===== src/rtl/core/look_at_view_matrix_defines.svh =====
// Assertion macros shared by the look-at view matrix RTL.
// Expects clk and rst in scope at the point of use.
`ifndef LOOK_AT_VIEW_MATRIX_DEFINES_SVH
`define LOOK_AT_VIEW_MATRIX_DEFINES_SVH

// check with reset masking
`define LAVM_ASSERT(lbl, prop, msg) \
  lbl: assert property (@(posedge clk) disable iff (rst) prop) else $error(msg);

// check that also covers reset cycles
`define LAVM_ASSERT_RST(lbl, prop, msg) \
  lbl: assert property (@(posedge clk) prop) else $error(msg);

`endif


===== src/rtl/core/lavm_pkg.sv =====
// Shared types and fixed widths for the look-at view matrix pipeline.
// No dependencies.
package lavm_pkg;

  localparam int ROT_W   = 16;
  localparam int TRANS_W = 18;

  typedef struct packed {
    logic len_zero;
    logic yaw_zero;
    logic neg_s;
    logic neg_a;
    logic neg_b;
  } lavm_flags_t;

endpackage


===== src/rtl/core/lavm_pipe_ctl.sv =====
// Valid/stall control for a chain of register stages with bubble collapse.
// Uses look_at_view_matrix_defines.svh for assertions.
`include "look_at_view_matrix_defines.svh"

module lavm_pipe_ctl #(
  parameter int STAGES = 2
) (
  input  logic              clk,
  input  logic              rst,
  input  logic              in_valid,
  output logic              in_stall,
  input  logic              out_stall,
  output logic [STAGES-1:0] vld,
  output logic [STAGES-1:0] take
);

  always_comb begin
    take[STAGES-1] = !vld[STAGES-1] || !out_stall;
    for (int k = STAGES - 2; k >= 0; k--) begin
      take[k] = !vld[k] || take[k+1];
    end
  end

  assign in_stall = !take[0];

  always_ff @(posedge clk) begin
    if (rst) begin
      vld <= '0;
    end else begin
      if (take[0]) begin
        vld[0] <= in_valid;
      end
      for (int k = 1; k < STAGES; k++) begin
        if (take[k]) begin
          vld[k] <= vld[k-1];
        end
      end
    end
  end

  `LAVM_ASSERT(a_stall_only_full, in_stall |-> (&vld), "input stalled with a bubble in the pipe")
  `LAVM_ASSERT(a_free_flow, !out_stall |-> !in_stall, "input stalled while output drains")
  `LAVM_ASSERT_RST(a_reset_empty, rst |=> (vld == '0), "pipe not empty after reset")

endmodule


===== src/rtl/core/lavm_div.sv =====
// Four restoring fractional dividers, one quotient bit per stage.
// Depends on lavm_pkg and lavm_pipe_ctl.
module lavm_div #(
  parameter int CW = 15,
  parameter int FW = 12
) (
  input  logic                   clk,
  input  logic                   rst,
  input  logic                   in_valid,
  output logic                   in_stall,
  input  logic [CW:0]            len,
  input  logic [CW:0]            hor,
  input  logic signed [CW:0]     dx,
  input  logic signed [CW:0]     dy,
  input  logic signed [CW:0]     dz,
  input  logic signed [CW-1:0]   ex,
  input  logic signed [CW-1:0]   ey,
  input  logic signed [CW-1:0]   ez,
  output logic                   out_valid,
  input  logic                   out_stall,
  output logic [FW:0]            qc,
  output logic [FW:0]            qs,
  output logic [FW:0]            qa,
  output logic [FW:0]            qb,
  output lavm_pkg::lavm_flags_t  flg,
  output logic signed [CW:0]     nex,
  output logic signed [CW:0]     ney,
  output logic signed [CW:0]     nez
);

  localparam int DW   = CW + 1;
  localparam int RW   = CW + 1;
  localparam int QW   = FW + 1;
  localparam int NSTG = FW + 2;

  logic [NSTG-1:0] vld, take;

  logic [RW-1:0]         rem [NSTG][4];
  logic [QW-1:0]         quo [NSTG][4];
  logic [RW-1:0]         dl  [NSTG];
  logic [RW-1:0]         dh  [NSTG];
  lavm_pkg::lavm_flags_t fl  [NSTG];
  logic [3*DW-1:0]       ne  [NSTG];
  logic [RW-1:0]         adx, ady, adz;

  lavm_pipe_ctl #(.STAGES(NSTG)) u_ctl (
    .clk       (clk),
    .rst       (rst),
    .in_valid  (in_valid),
    .in_stall  (in_stall),
    .out_stall (out_stall),
    .vld       (vld),
    .take      (take)
  );

  assign adx = dx[DW-1] ? unsigned'(-dx) : unsigned'(dx);
  assign ady = dy[DW-1] ? unsigned'(-dy) : unsigned'(dy);
  assign adz = dz[DW-1] ? unsigned'(-dz) : unsigned'(dz);

  always_ff @(posedge clk) begin
    if (take[0]) begin
      rem[0][0]      <= hor;
      rem[0][1]      <= ady;
      rem[0][2]      <= adz;
      rem[0][3]      <= adx;
      for (int l = 0; l < 4; l++) begin
        quo[0][l] <= '0;
      end
      dl[0]          <= len;
      dh[0]          <= hor;
      fl[0].len_zero <= (len == '0);
      fl[0].yaw_zero <= (hor == '0);
      fl[0].neg_s    <= dy[DW-1];
      fl[0].neg_a    <= dz[DW-1];
      fl[0].neg_b    <= dx[DW-1];
      ne[0]          <= {-DW'(ex), -DW'(ey), -DW'(ez)};
    end
  end

  for (genvar j = 0; j <= FW; j++) begin : g_step
    always_ff @(posedge clk) begin
      if (take[j+1]) begin
        dl[j+1] <= dl[j];
        dh[j+1] <= dh[j];
        fl[j+1] <= fl[j];
        ne[j+1] <= ne[j];
      end
    end

    for (genvar l = 0; l < 4; l++) begin : g_lane
      logic [RW:0] rs, den, df;

      if (j == 0) begin : g_first
        assign rs = {1'b0, rem[j][l]};
      end else begin : g_next
        assign rs = {rem[j][l], 1'b0};
      end

      if (l < 2) begin : g_len
        assign den = {1'b0, dl[j]};
      end else begin : g_hor
        assign den = {1'b0, dh[j]};
      end

      assign df = rs - den;

      always_ff @(posedge clk) begin
        if (take[j+1]) begin
          if (rs >= den) begin
            rem[j+1][l] <= df[RW-1:0];
            quo[j+1][l] <= {quo[j][l][QW-2:0], 1'b1};
          end else begin
            rem[j+1][l] <= rs[RW-1:0];
            quo[j+1][l] <= {quo[j][l][QW-2:0], 1'b0};
          end
        end
      end
    end
  end

  assign out_valid = vld[NSTG-1];
  assign qc        = quo[NSTG-1][0];
  assign qs        = quo[NSTG-1][1];
  assign qa        = quo[NSTG-1][2];
  assign qb        = quo[NSTG-1][3];
  assign flg       = fl[NSTG-1];
  assign nex       = ne[NSTG-1][3*DW-1 -: DW];
  assign ney       = ne[NSTG-1][2*DW-1 -: DW];
  assign nez       = ne[NSTG-1][DW-1:0];

endmodule


===== config.mk =====
export PLATFORM = sky130hd
export DESIGN_NAME = lavm_div
export DESIGN_NICKNAME = d
export VERILOG_FILES = /design/src/rtl/core/lavm_pkg.sv /design/src/rtl/core/lavm_pipe_ctl.sv /design/src/rtl/core/lavm_div.sv
export VERILOG_INCLUDE_DIRS = /design/src /design/src/rtl/core
export SDC_FILE = /design/constraint.sdc
export NUM_CORES = 2
export LEC_CHECK = 0
export BUFFER_PORTS_ARGS = -buffer_cell sky130_fd_sc_hd__buf_2
export CORE_MARGIN = 1.5
export CORE_UTILIZATION = 57
export DETAILED_ROUTE_END_ITERATION = 12
export PLACE_DENSITY_LB_ADDON = 0.12
export SLEW_MARGIN = 25
export SYNTH_ARGS = -nofsm -noshare
export SYNTH_HDL_FRONTEND = slang
export SYNTH_SLANG_ARGS = --single-unit
export TNS_END_PERCENT = 10

===== constraint.sdc =====
create_clock -name clk -period 10.8 [get_ports clk]
set_input_delay 2.16 -clock clk [delete_from_list [all_inputs] [get_ports clk]]
set_output_delay 2.16 -clock clk [all_outputs]
set_load 0.01 [all_outputs]

==> metrics.md <==
| Metric | Value |
|---|---|
| Seq/Total Area, Yosys | `0.596` |
| Root Buffer | `clkbuf_16` |
| Slew headroom | `0.259` |
| Synth top area share | `0.593` |
| Clock sinks | `2352` |
| Clk Latency, worst-skew pair | `0.90 ns` |
| # IOs | `236` |
| CP peak stage delay | `0.48 ns` |
| Warnings from Yosys | `0` |
| H-tree levels | `4` |
| IR Drop Worst-Case VDD | `0.000183 V` |
| Yosys top cell by area | `edfxtp_1` |
| Via density | `5.74` |
| Largest net degree at the start of global routing | `101` |
| Worst Path Buf+Inv | `5` |
| Total Wirelength | `259000 um` |
| Setup CP Type | `in2out` |
| I/O Buffers | `235` |
| Most common cell in the netlist | `edfxtp_1` |
| Final nets | `10700` |
| Final period util | `0.635` |
| Slew @ Worst Pin | `1.08 ns` |
| Seq pwr share | `0.400` |
| Post-Synth Simple-Gate Area | `0.0954` |
| Post-route antenna net violation count | `0` |
| WL/cell | `20.6 um` |
| Most used flip-flop cell after synthesis | `edfxtp_1` |
| Worst path cell trace | `buf_2, and3_1, inv_8, nor4_4, buf_4, and3_1, buf_4, and2_1, buf_2` |
| Largest family of logic cells by synthesized area | `compound AO/OA/AOI/OAI gates` |
| Min Tclk post-route | `6.86 ns` |
| Vias in the first global route | `72900` |
| Detailed router's first-iteration violation count | `4519` |
| Clock Power Share | `0.229` |
| Syn Area/Cell | `12.6 um^2` |
| Global route overflow | `0` |
| Fillers | `15300` |
| Layout Skew | `0.0808 ns` |
| HP Class | `reg2reg` |
| MaxCap Viol Count | `0` |
| Mux share of post-synthesis cell area | `0.0226` |
| Mapped Area | `118000 um^2` |
| Ys async rst share | `0` |
| WP data required | `8.64 ns` |
| Switch share | `0.342` |
| DRC | `0` |
| Setup crit end kind | `output pin` |
| Fraction of layout cells with a size suffix above 1 | `0.103` |
| Gr usage total | `0.244` |
| Sw Pwr | `12.7 mW` |
| CTS Buf Count | `238` |
| CP max FO | `49` |
| Complex-gate fraction of the synthesized area | `0.113` |
| DR pass1 iterations | `6` |
| CP max-delay cell | `and3_1` |
| Fmax | `146 MHz` |
| Adder-cell share of the synthesized area | `0.0964` |
| Post-CTS sizing | `0` |
| Starting Density | `0.576` |
| Detailed placement HPWL | `196000 um` |
| Die height | `458 um` |
| Die ar. | `210000 um^2` |
| Postcts setup bufs | `0` |
| CTS tree | `done` |
| Post-synthesis cell count | `9402` |
| Die width | `458 um` |
| # rows | `166` |
| Post-Synth XOR/XNOR Area | `0.0424` |
| Synth area leaders | `edfxtp_1, ha_1, o21ai_0` |
| Post-synth EDFFs | `2336` |
| Cell family with most CP delay | `simple AND/OR/NAND/NOR gates` |
| Pwr per Cell Area | `285 nW/um^2` |
| Logic gate share of total power | `0.370` |
| Global-route wire length before repair | `400000 um` |
| Synth cell types | `99` |
| Clock buffer depth | `3` |
| Final hold violations | `0` |
| Slew Viols, Final | `0` |
| Outcome | `complete, no violations` |
| Vias | `72100` |
| #FFs+latches synth | `2352` |
| RSZ-0062 raised after global routing | `false` |
| CTS clk-pin slew, worst paths | `0.06 ns` |
| Placer Congestion | `0.927` |
| Syn nets | `10400` |
| Initial antenna violation count | `6` |
| Cts hold-fix bufs | `0` |
| Worst hold slack | `0.373 ns` |
| Pleak | `52.5 nW` |
| Final setup fails | `0` |
| Area grow syn2layout | `10.3%` |
| Core area | `205000 um^2` |
| Arr. time, crit path | `4.70 ns` |
| Internal power | `24.5 mW` |
| Post-synth top cells | `edfxtp_1, ha_1, inv_1, nor2_1, o21ai_0` |
| Setup TNS Final | `0 ns` |
| Startpoint Class | `input pin` |
==> worst paths after layout <==
check	startpoint	endpoint	slack [ns]	cells after the start
worst min register to register	quo[1][175]	quo[1][228]	0.37	0
worst min-delay path	quo[1][175]	quo[1][228]	0.37	0
worst max-delay path	out_stall	in_stall	3.94	9
worst max register to register	u_ctl.vld[13]	ne[0][200]	6.16	8
==> flip-flops by register name (all words and copies together) (netlist names) <==
signal,cells
quo,364
dl,208
ne,672
u_ctl.vld,14
fl,70
dh,207
rem,817
==> kinds of logic after synthesis <==
logic type,after synthesis
compound gates,2086
simple gates,2314
buf+inv,953
flops,2352
xor+xnor,573
fa+ha+maj,882
mux,242
==> cell usage in the layout, fill, tap and decap left out, types with 235 or more instances in the layout <==
master        n
ha_1        834
nor2_1      642
edfxtp_1   2336
o21ai_0     625
nand2_1     601
buf_2       235
xnor2_1     351
inv_1       676
clkbuf_16   239
a21oi_1     459
==> cell type report <==
| class | instances | area (um^2) | area share |
|---|---|---|---|
| Sequential cell | 2352 | 70500 | 0.541 |
| Multi-Input combinational cell | 6097 | 44000 | 0.337 |
| Clock buffer | 297 | 6240 | 0.0479 |
| Tap cell | 2688 | 3360 | 0.0258 |
| Inverter | 689 | 2660 | 0.0204 |
| Clock inverter | 145 | 2020 | 0.0155 |
| Timing Repair Buffer | 293 | 1640 | 0.0126 |
| Antenna cell | 5 | 12.5 | 0.0000960 |
==> worst reg2reg max path, delay by kind of cell, from the launching register on <==
kind / cells / cell delay (ns)
buffers and inverters: 4 / 2.03
flip-flops: 1 / 0.38
AND/OR/NAND/NOR: 4 / 1.77
==> per-stage QoR <==
step	power (mW)	setup slack [ns]	util	cell area, um^2	cells
after floorplan	25.1	0.274	-	118000	9402
after global placement	28.3	3.94	0.594	122000	12100
after detailed placement	28.7	3.94	0.594	122000	12100
after CTS	37.4	3.92	0.634	130000	12600
after global routing	39.6	3.78	0.635	130000	12600
final	37.2	3.94	0.635	130000	12600
==> metal layers <==
metal	wire length (um)	part of all wire	global-route usage
met3	8970	0.035	0.0284
met4	10500	0.041	0.0959
met2	133000	0.51	0.444
met5	0	0	0
met1	107000	0.41	0.295
==> power groups by stage <==
stage	clock, mW	combinational [mW]	sequential, mW
2_1_floorplan	0	10.9	14.2
3_3_place_gp	0	13.2	15.0
3_5_place_dp	0	13.6	15.1
4_1_cts	8.72	13.7	14.9
5_1_grt	9.05	15.4	15.1
6_report	8.53	13.8	14.9
Note: power is estimated with default switching activity, not from simulation.
