`config.mk`:
```
export PLATFORM = sky130hd
export DESIGN_NAME = lavm_sqrt
export DESIGN_NICKNAME = d
export VERILOG_FILES = /design/src/rtl/core/lavm_pipe_ctl.sv /design/src/rtl/core/lavm_sqrt.sv
export VERILOG_INCLUDE_DIRS = /design/src /design/src/rtl/core
export SDC_FILE = /design/constraint.sdc
export NUM_CORES = 2
export LEC_CHECK = 0
export ABC_AREA = 1
export BUFFER_PORTS_ARGS = -buffer_cell sky130_fd_sc_hd__buf_2
export CORE_MARGIN = 4
export CORE_UTILIZATION = 64
export DETAILED_ROUTE_END_ITERATION = 10
export PLACE_DENSITY = 0.81
export SLEW_MARGIN = 20
export SYNTH_ARGS = -nofsm -noshare
export SYNTH_HDL_FRONTEND = slang
export SYNTH_SLANG_ARGS = --single-unit
```
`constraint.sdc`:
```
create_clock -name clk -period 57.7 [get_ports clk]
set_clock_uncertainty 0.1 [all_clocks]
set_input_delay 11.54 -clock clk [delete_from_list [all_inputs] [get_ports clk]]
set_output_delay 11.54 -clock clk [all_outputs]
set_load 0.005 [all_outputs]
```
`src/rtl/core/look_at_view_matrix_defines.svh`:
```
// Assertion macros shared by the look-at view matrix RTL.
// Expects clk and rst in scope at the point of use.
`ifndef LOOK_AT_VIEW_MATRIX_DEFINES_SVH
`define LOOK_AT_VIEW_MATRIX_DEFINES_SVH

// check with reset masking
`define LAVM_ASSERT(lbl, prop, msg) \
  lbl: assert property (@(posedge clk) disable iff (rst) prop) else $error(msg);

// check that also covers reset cycles
`define LAVM_ASSERT_RST(lbl, prop, msg) \
  lbl: assert property (@(posedge clk) prop) else $error(msg);

`endif

```
`src/rtl/core/lavm_pipe_ctl.sv`:
```
// Valid/stall control for a chain of register stages with bubble collapse.
// Uses look_at_view_matrix_defines.svh for assertions.
`include "look_at_view_matrix_defines.svh"

module lavm_pipe_ctl #(
  parameter int STAGES = 2
) (
  input  logic              clk,
  input  logic              rst,
  input  logic              in_valid,
  output logic              in_stall,
  input  logic              out_stall,
  output logic [STAGES-1:0] vld,
  output logic [STAGES-1:0] take
);

  always_comb begin
    take[STAGES-1] = !vld[STAGES-1] || !out_stall;
    for (int k = STAGES - 2; k >= 0; k--) begin
      take[k] = !vld[k] || take[k+1];
    end
  end

  assign in_stall = !take[0];

  always_ff @(posedge clk) begin
    if (rst) begin
      vld <= '0;
    end else begin
      if (take[0]) begin
        vld[0] <= in_valid;
      end
      for (int k = 1; k < STAGES; k++) begin
        if (take[k]) begin
          vld[k] <= vld[k-1];
        end
      end
    end
  end

  `LAVM_ASSERT(a_stall_only_full, in_stall |-> (&vld), "input stalled with a bubble in the pipe")
  `LAVM_ASSERT(a_free_flow, !out_stall |-> !in_stall, "input stalled while output drains")
  `LAVM_ASSERT_RST(a_reset_empty, rst |=> (vld == '0), "pipe not empty after reset")

endmodule

```
`src/rtl/core/lavm_sqrt.sv`:
```
// Delta, squared length and two digit-by-digit floor square roots.
// Depends on lavm_pipe_ctl.
module lavm_sqrt #(
  parameter int CW = 15
) (
  input  logic                 clk,
  input  logic                 rst,
  input  logic                 in_valid,
  output logic                 in_stall,
  input  logic signed [CW-1:0] eye_x,
  input  logic signed [CW-1:0] eye_y,
  input  logic signed [CW-1:0] eye_z,
  input  logic signed [CW-1:0] target_x,
  input  logic signed [CW-1:0] target_y,
  input  logic signed [CW-1:0] target_z,
  output logic                 out_valid,
  input  logic                 out_stall,
  output logic [CW:0]          len,
  output logic [CW:0]          hor,
  output logic signed [CW:0]   dx,
  output logic signed [CW:0]   dy,
  output logic signed [CW:0]   dz,
  output logic signed [CW-1:0] ex,
  output logic signed [CW-1:0] ey,
  output logic signed [CW-1:0] ez
);

  localparam int DW     = CW + 1;
  localparam int PW     = 2 * DW;
  localparam int RW     = CW + 1;
  localparam int SQW    = 2 * CW + 1;
  localparam int NW     = 2 * RW;
  localparam int SIDE_W = 3 * DW + 3 * CW;
  localparam int STAGES = RW + 3;

  logic [STAGES-1:0] vld, take;

  logic signed [DW-1:0]   d0x, d0y, d0z;
  logic [3*CW-1:0]        e0;
  logic signed [PW-1:0]   mx, my, mz;
  logic [SQW-1:0]         q1x, q1y, q1z;
  logic [SIDE_W-1:0]      side1;

  logic [NW-1:0]     rad_l [RW+1];
  logic [NW-1:0]     rad_h [RW+1];
  logic [RW:0]       rem_l [RW+1];
  logic [RW:0]       rem_h [RW+1];
  logic [RW-1:0]     rt_l  [RW+1];
  logic [RW-1:0]     rt_h  [RW+1];
  logic [SIDE_W-1:0] side  [RW+1];

  lavm_pipe_ctl #(.STAGES(STAGES)) u_ctl (
    .clk       (clk),
    .rst       (rst),
    .in_valid  (in_valid),
    .in_stall  (in_stall),
    .out_stall (out_stall),
    .vld       (vld),
    .take      (take)
  );

  assign mx = PW'(d0x) * PW'(d0x);
  assign my = PW'(d0y) * PW'(d0y);
  assign mz = PW'(d0z) * PW'(d0z);

  always_ff @(posedge clk) begin
    if (take[0]) begin
      d0x <= DW'(target_x) - DW'(eye_x);
      d0y <= DW'(target_y) - DW'(eye_y);
      d0z <= DW'(target_z) - DW'(eye_z);
      e0  <= {eye_x, eye_y, eye_z};
    end
    if (take[1]) begin
      q1x   <= mx[SQW-1:0];
      q1y   <= my[SQW-1:0];
      q1z   <= mz[SQW-1:0];
      side1 <= {d0x, d0y, d0z, e0};
    end
    if (take[2]) begin
      rad_l[0] <= NW'(q1x) + NW'(q1y) + NW'(q1z);
      rad_h[0] <= NW'(q1x) + NW'(q1z);
      rem_l[0] <= '0;
      rem_h[0] <= '0;
      rt_l[0]  <= '0;
      rt_h[0]  <= '0;
      side[0]  <= side1;
    end
  end

  for (genvar k = 0; k < RW; k++) begin : g_root
    logic [RW+2:0] sh_l, tr_l, df_l, sh_h, tr_h, df_h;

    assign sh_l = {rem_l[k], rad_l[k][NW-1 -: 2]};
    assign tr_l = {1'b0, rt_l[k], 2'b01};
    assign df_l = sh_l - tr_l;
    assign sh_h = {rem_h[k], rad_h[k][NW-1 -: 2]};
    assign tr_h = {1'b0, rt_h[k], 2'b01};
    assign df_h = sh_h - tr_h;

    always_ff @(posedge clk) begin
      if (take[k+3]) begin
        if (sh_l >= tr_l) begin
          rem_l[k+1] <= df_l[RW:0];
          rt_l[k+1]  <= {rt_l[k][RW-2:0], 1'b1};
        end else begin
          rem_l[k+1] <= sh_l[RW:0];
          rt_l[k+1]  <= {rt_l[k][RW-2:0], 1'b0};
        end
        if (sh_h >= tr_h) begin
          rem_h[k+1] <= df_h[RW:0];
          rt_h[k+1]  <= {rt_h[k][RW-2:0], 1'b1};
        end else begin
          rem_h[k+1] <= sh_h[RW:0];
          rt_h[k+1]  <= {rt_h[k][RW-2:0], 1'b0};
        end
        rad_l[k+1] <= rad_l[k] << 2;
        rad_h[k+1] <= rad_h[k] << 2;
        side[k+1]  <= side[k];
      end
    end
  end

  assign out_valid = vld[STAGES-1];
  assign len       = rt_l[RW];
  assign hor       = rt_h[RW];
  assign dx        = side[RW][SIDE_W-1 -: DW];
  assign dy        = side[RW][SIDE_W-DW-1 -: DW];
  assign dz        = side[RW][SIDE_W-2*DW-1 -: DW];
  assign ex        = side[RW][3*CW-1 -: CW];
  assign ey        = side[RW][2*CW-1 -: CW];
  assign ez        = side[RW][CW-1:0];

endmodule

```
==> reports/qor.csv <==
stage,metric,value,unit
outcome,status,finished clean,
grt,first_global_vias,85797,
detailed_routing,dr.pass1.iters,8,
finish,drive_above_1_share,0.07236,
cts,tritoncts,yes,
detailed_routing,finalWirelength,304200,µm
worst_setup_path,criticalPathCategory,in2out,
cts,worstSkewPairLatency,0.95,ns
logic_synthesis,synth_cell_types,67,
detailed_routing,drc,0,
floorplan,fp.dieW,488.7,µm
finish,fin_nets,12732,
finish,most-common-layout-cells,"edfxtp_1, inv_1, nand2_1",
detailed_routing,ant_nets,0,
cts,post_cts_buffers,0,
worst_setup_path,cp_max_fo,61,
logic_synthesis,netlist_area,147900,µm²
worst_setup_path,cp.arrival,16.58,ns
logic_synthesis,synth_cells,10896,
hold_path,hold_class,reg2reg,
sta,grt_setup_unrepaired,no,
logic_synthesis,synth.avg_cell_area,13.57,µm²
logic_synthesis,synth_edf_count,3142,
place,numPortBuffers,220,
finish,final_common_cell,edfxtp_1,
detailed_routing,vias_per_cell,5.617,
cts,clk_pin_slew,0.07,ns
worst_setup_path,required,46.06,ns
cts,htree_levels,5,
sta,slew-limit-headroom,0.1797,
floorplan,start_util,0.6432,
sta,period_minus_slack,28.22,ns
grt,grt_usage,0.2591,
cts,clock-sinks,3163,
floorplan,core_region_area,229900,µm²
sta,worst_pin_slew,1.231,ns
worst_setup_path,cpPeakStageDelay,0.83,ns
place,gp_congestion,0.9617,
cts,cts_resized,0,
detailed_routing,vias,81497,
grt,grt_pass1_wl,476100,µm
floorplan,die_height,488.7,µm
sta,setup-violations-final,0,
finish,finish.instance_area,161800,µm²
logic_synthesis,ys_ff_latch,3163,
grt,antenna_found_initial,16,
place,dpl-instance-area,152100,µm²
floorplan,fp.dieArea,238800,µm²
sta,fin_crit_sh,0.4891,
logic_synthesis,synth_async_sr_flop_share,0,
cts,root_buffer,clkbuf_16,
grt,grt_max_degree,136,
logic_synthesis,synth_top_flop_cell,edfxtp_1,
sta,slew_viol_final,0,
worst_setup_path,critical-path-slowest-cell,nand4_4,
place,hpwl,201800,µm
worst_setup_path,crit_chain,buf_2 -> nand4_4 -> buf_4 -> nor2_4 -> nand4_4 -> nor2_4 -> nand4_4 -> nor2_8 -> nand4_4 -> nor2_4 -> nand4_4 -> inv_1 -> buf_2,
flow_run,cap_violations,0,
floorplan,row_count,176,
worst_setup_path,startpoint_type,input pin,
grt,grt.overflow.total,0,
logic_synthesis,synth.yosys.seq_area_share,0.6409,
cts,cts_buffer_depth,4,
worst_setup_path,crit_top_cell,nand4_4,
detailed_routing,wl_per_cell,20.97,µm
sta,finalHoldViolCount,0,
logic_synthesis,yosysWarnings,0,
sta,fin_setup_tns,0,ns
floorplan,ios,221,
detailed_routing,drt_iter0_drc,7158,
cts,cts-buffers-inserted,308,
cts,postCtsHoldBufs,0,
finish,area_growth,9.416,%
worst_setup_path,cp-end-kind,output pin,
sta,max_freq,35.43,MHz
## stage by stage
| step | setup WS, ns | hold WS [ns] | utilization | cells |
|---|---|---|---|---|
| after detailed placement | 29.48 | 0.3045 | 0.6615 | 13963 |
| after global placement | 29.69 | 0.3004 | 0.6614 | 13963 |
| final | 29.48 | 0.2821 | 0.7038 | 14508 |
| after global routing | 29.13 | 0.2841 | 0.7038 | 14508 |
| after CTS | 29.36 | 0.2750 | 0.7035 | 14495 |
| after floorplan | 22.52 | 0.3003 | - | 10898 |
## synth_stat cells, drive strengths merged, types with 15 or more instances
master,number,area [µm²]
fa,725,14510
o21bai,26,195.2
nand2,1245,4748
o21ai,360,1813
a21boi,23,172.7
a31oi,25,156.4
nor3,88,450.4
o211ai,15,117.6
a21o,25,187.7
or2,30,187.7
clkbuf,117,440.4
edfxtp,3142,94350
nor4,42,262.8
a21oi,620,3103
buf,128,882.1
dfxtp,21,420.4
nand4,76,541.8
xor2,348,3048
ha,664,8308
xnor2,226,1979
nor2,610,2394
nand3,208,1094
o2111ai,20,175.2
inv,2010,7545
## flip-flops by register name, summed over array words and instances (netlist names), 19 cells and up
| register | count |
|---|---|
| side1 | 90 |
| rem_l | 237 |
| side | 1581 |
| rt_l | 136 |
| rad_h | 272 |
| q1x | 30 |
| u_ctl.vld | 19 |
| e0 | 45 |
| q1y | 30 |
| rem_h | 237 |
| q1z | 30 |
| rad_l | 272 |
| rt_h | 136 |
## metal layers
metal,up-vias,GRT usage,share of wire
li1,37334,-,-
met1,39865,0.3143,0.37
met2,3331,0.4578,0.52
met3,965,0.03862,0.059
met4,2,0.1235,0.053
met5,-,0,0.000043
## kinds of logic after synthesis
group / Yosys count / synth area share
and+or+nand+nor: 2326 / 0.06676
other: 1 / 0.00002536
xor gates and xnor gates: 574 / 0.03400
adders and majority gates: 1389 / 0.1543
DFF: 3163 / 0.6409
buffers and inverters: 2259 / 0.06006
muxes: 2 / 0.0001523
AOI/OAI and AO/OA: 1182 / 0.04381
## worst max-delay path, delay by kind of cell
kind | cells | cell delay [ns]
buffers and inverters | 4 | 1.15
AND/OR/NAND/NOR | 9 | 3.78
## path summary, 6_finish.rpt
path	depth (start not counted)	endpoint	slack (ns)	from
worst min-delay path	0	side[0][796]$_DFFE_PP_	0.28	side[0][703]$_DFFE_PP_
worst max register to register	19	q1z[30]$_DFFE_PP_	50.14	d0z[1]$_DFFE_PN_
worst min register to register	0	side[0][796]$_DFFE_PP_	0.28	side[0][703]$_DFFE_PP_
worst max-delay path	13	in_stall	29.48	out_stall
## layout make-up
cell class | instances | area, µm²
sequential | 3163 | 94770
fill | 14521 | 68100
multi-input combinational | 5476 | 44350
clock buffer | 372 | 8158
inverter | 2014 | 7575
tap | 3026 | 3786
timing repair buffer | 286 | 1617
clock inverter | 160 | 1518
antenna | 11 | 27.53
Power is not shown: default switching activity piles up to over one toggle a cycle in this logic, so the estimate is an artifact.
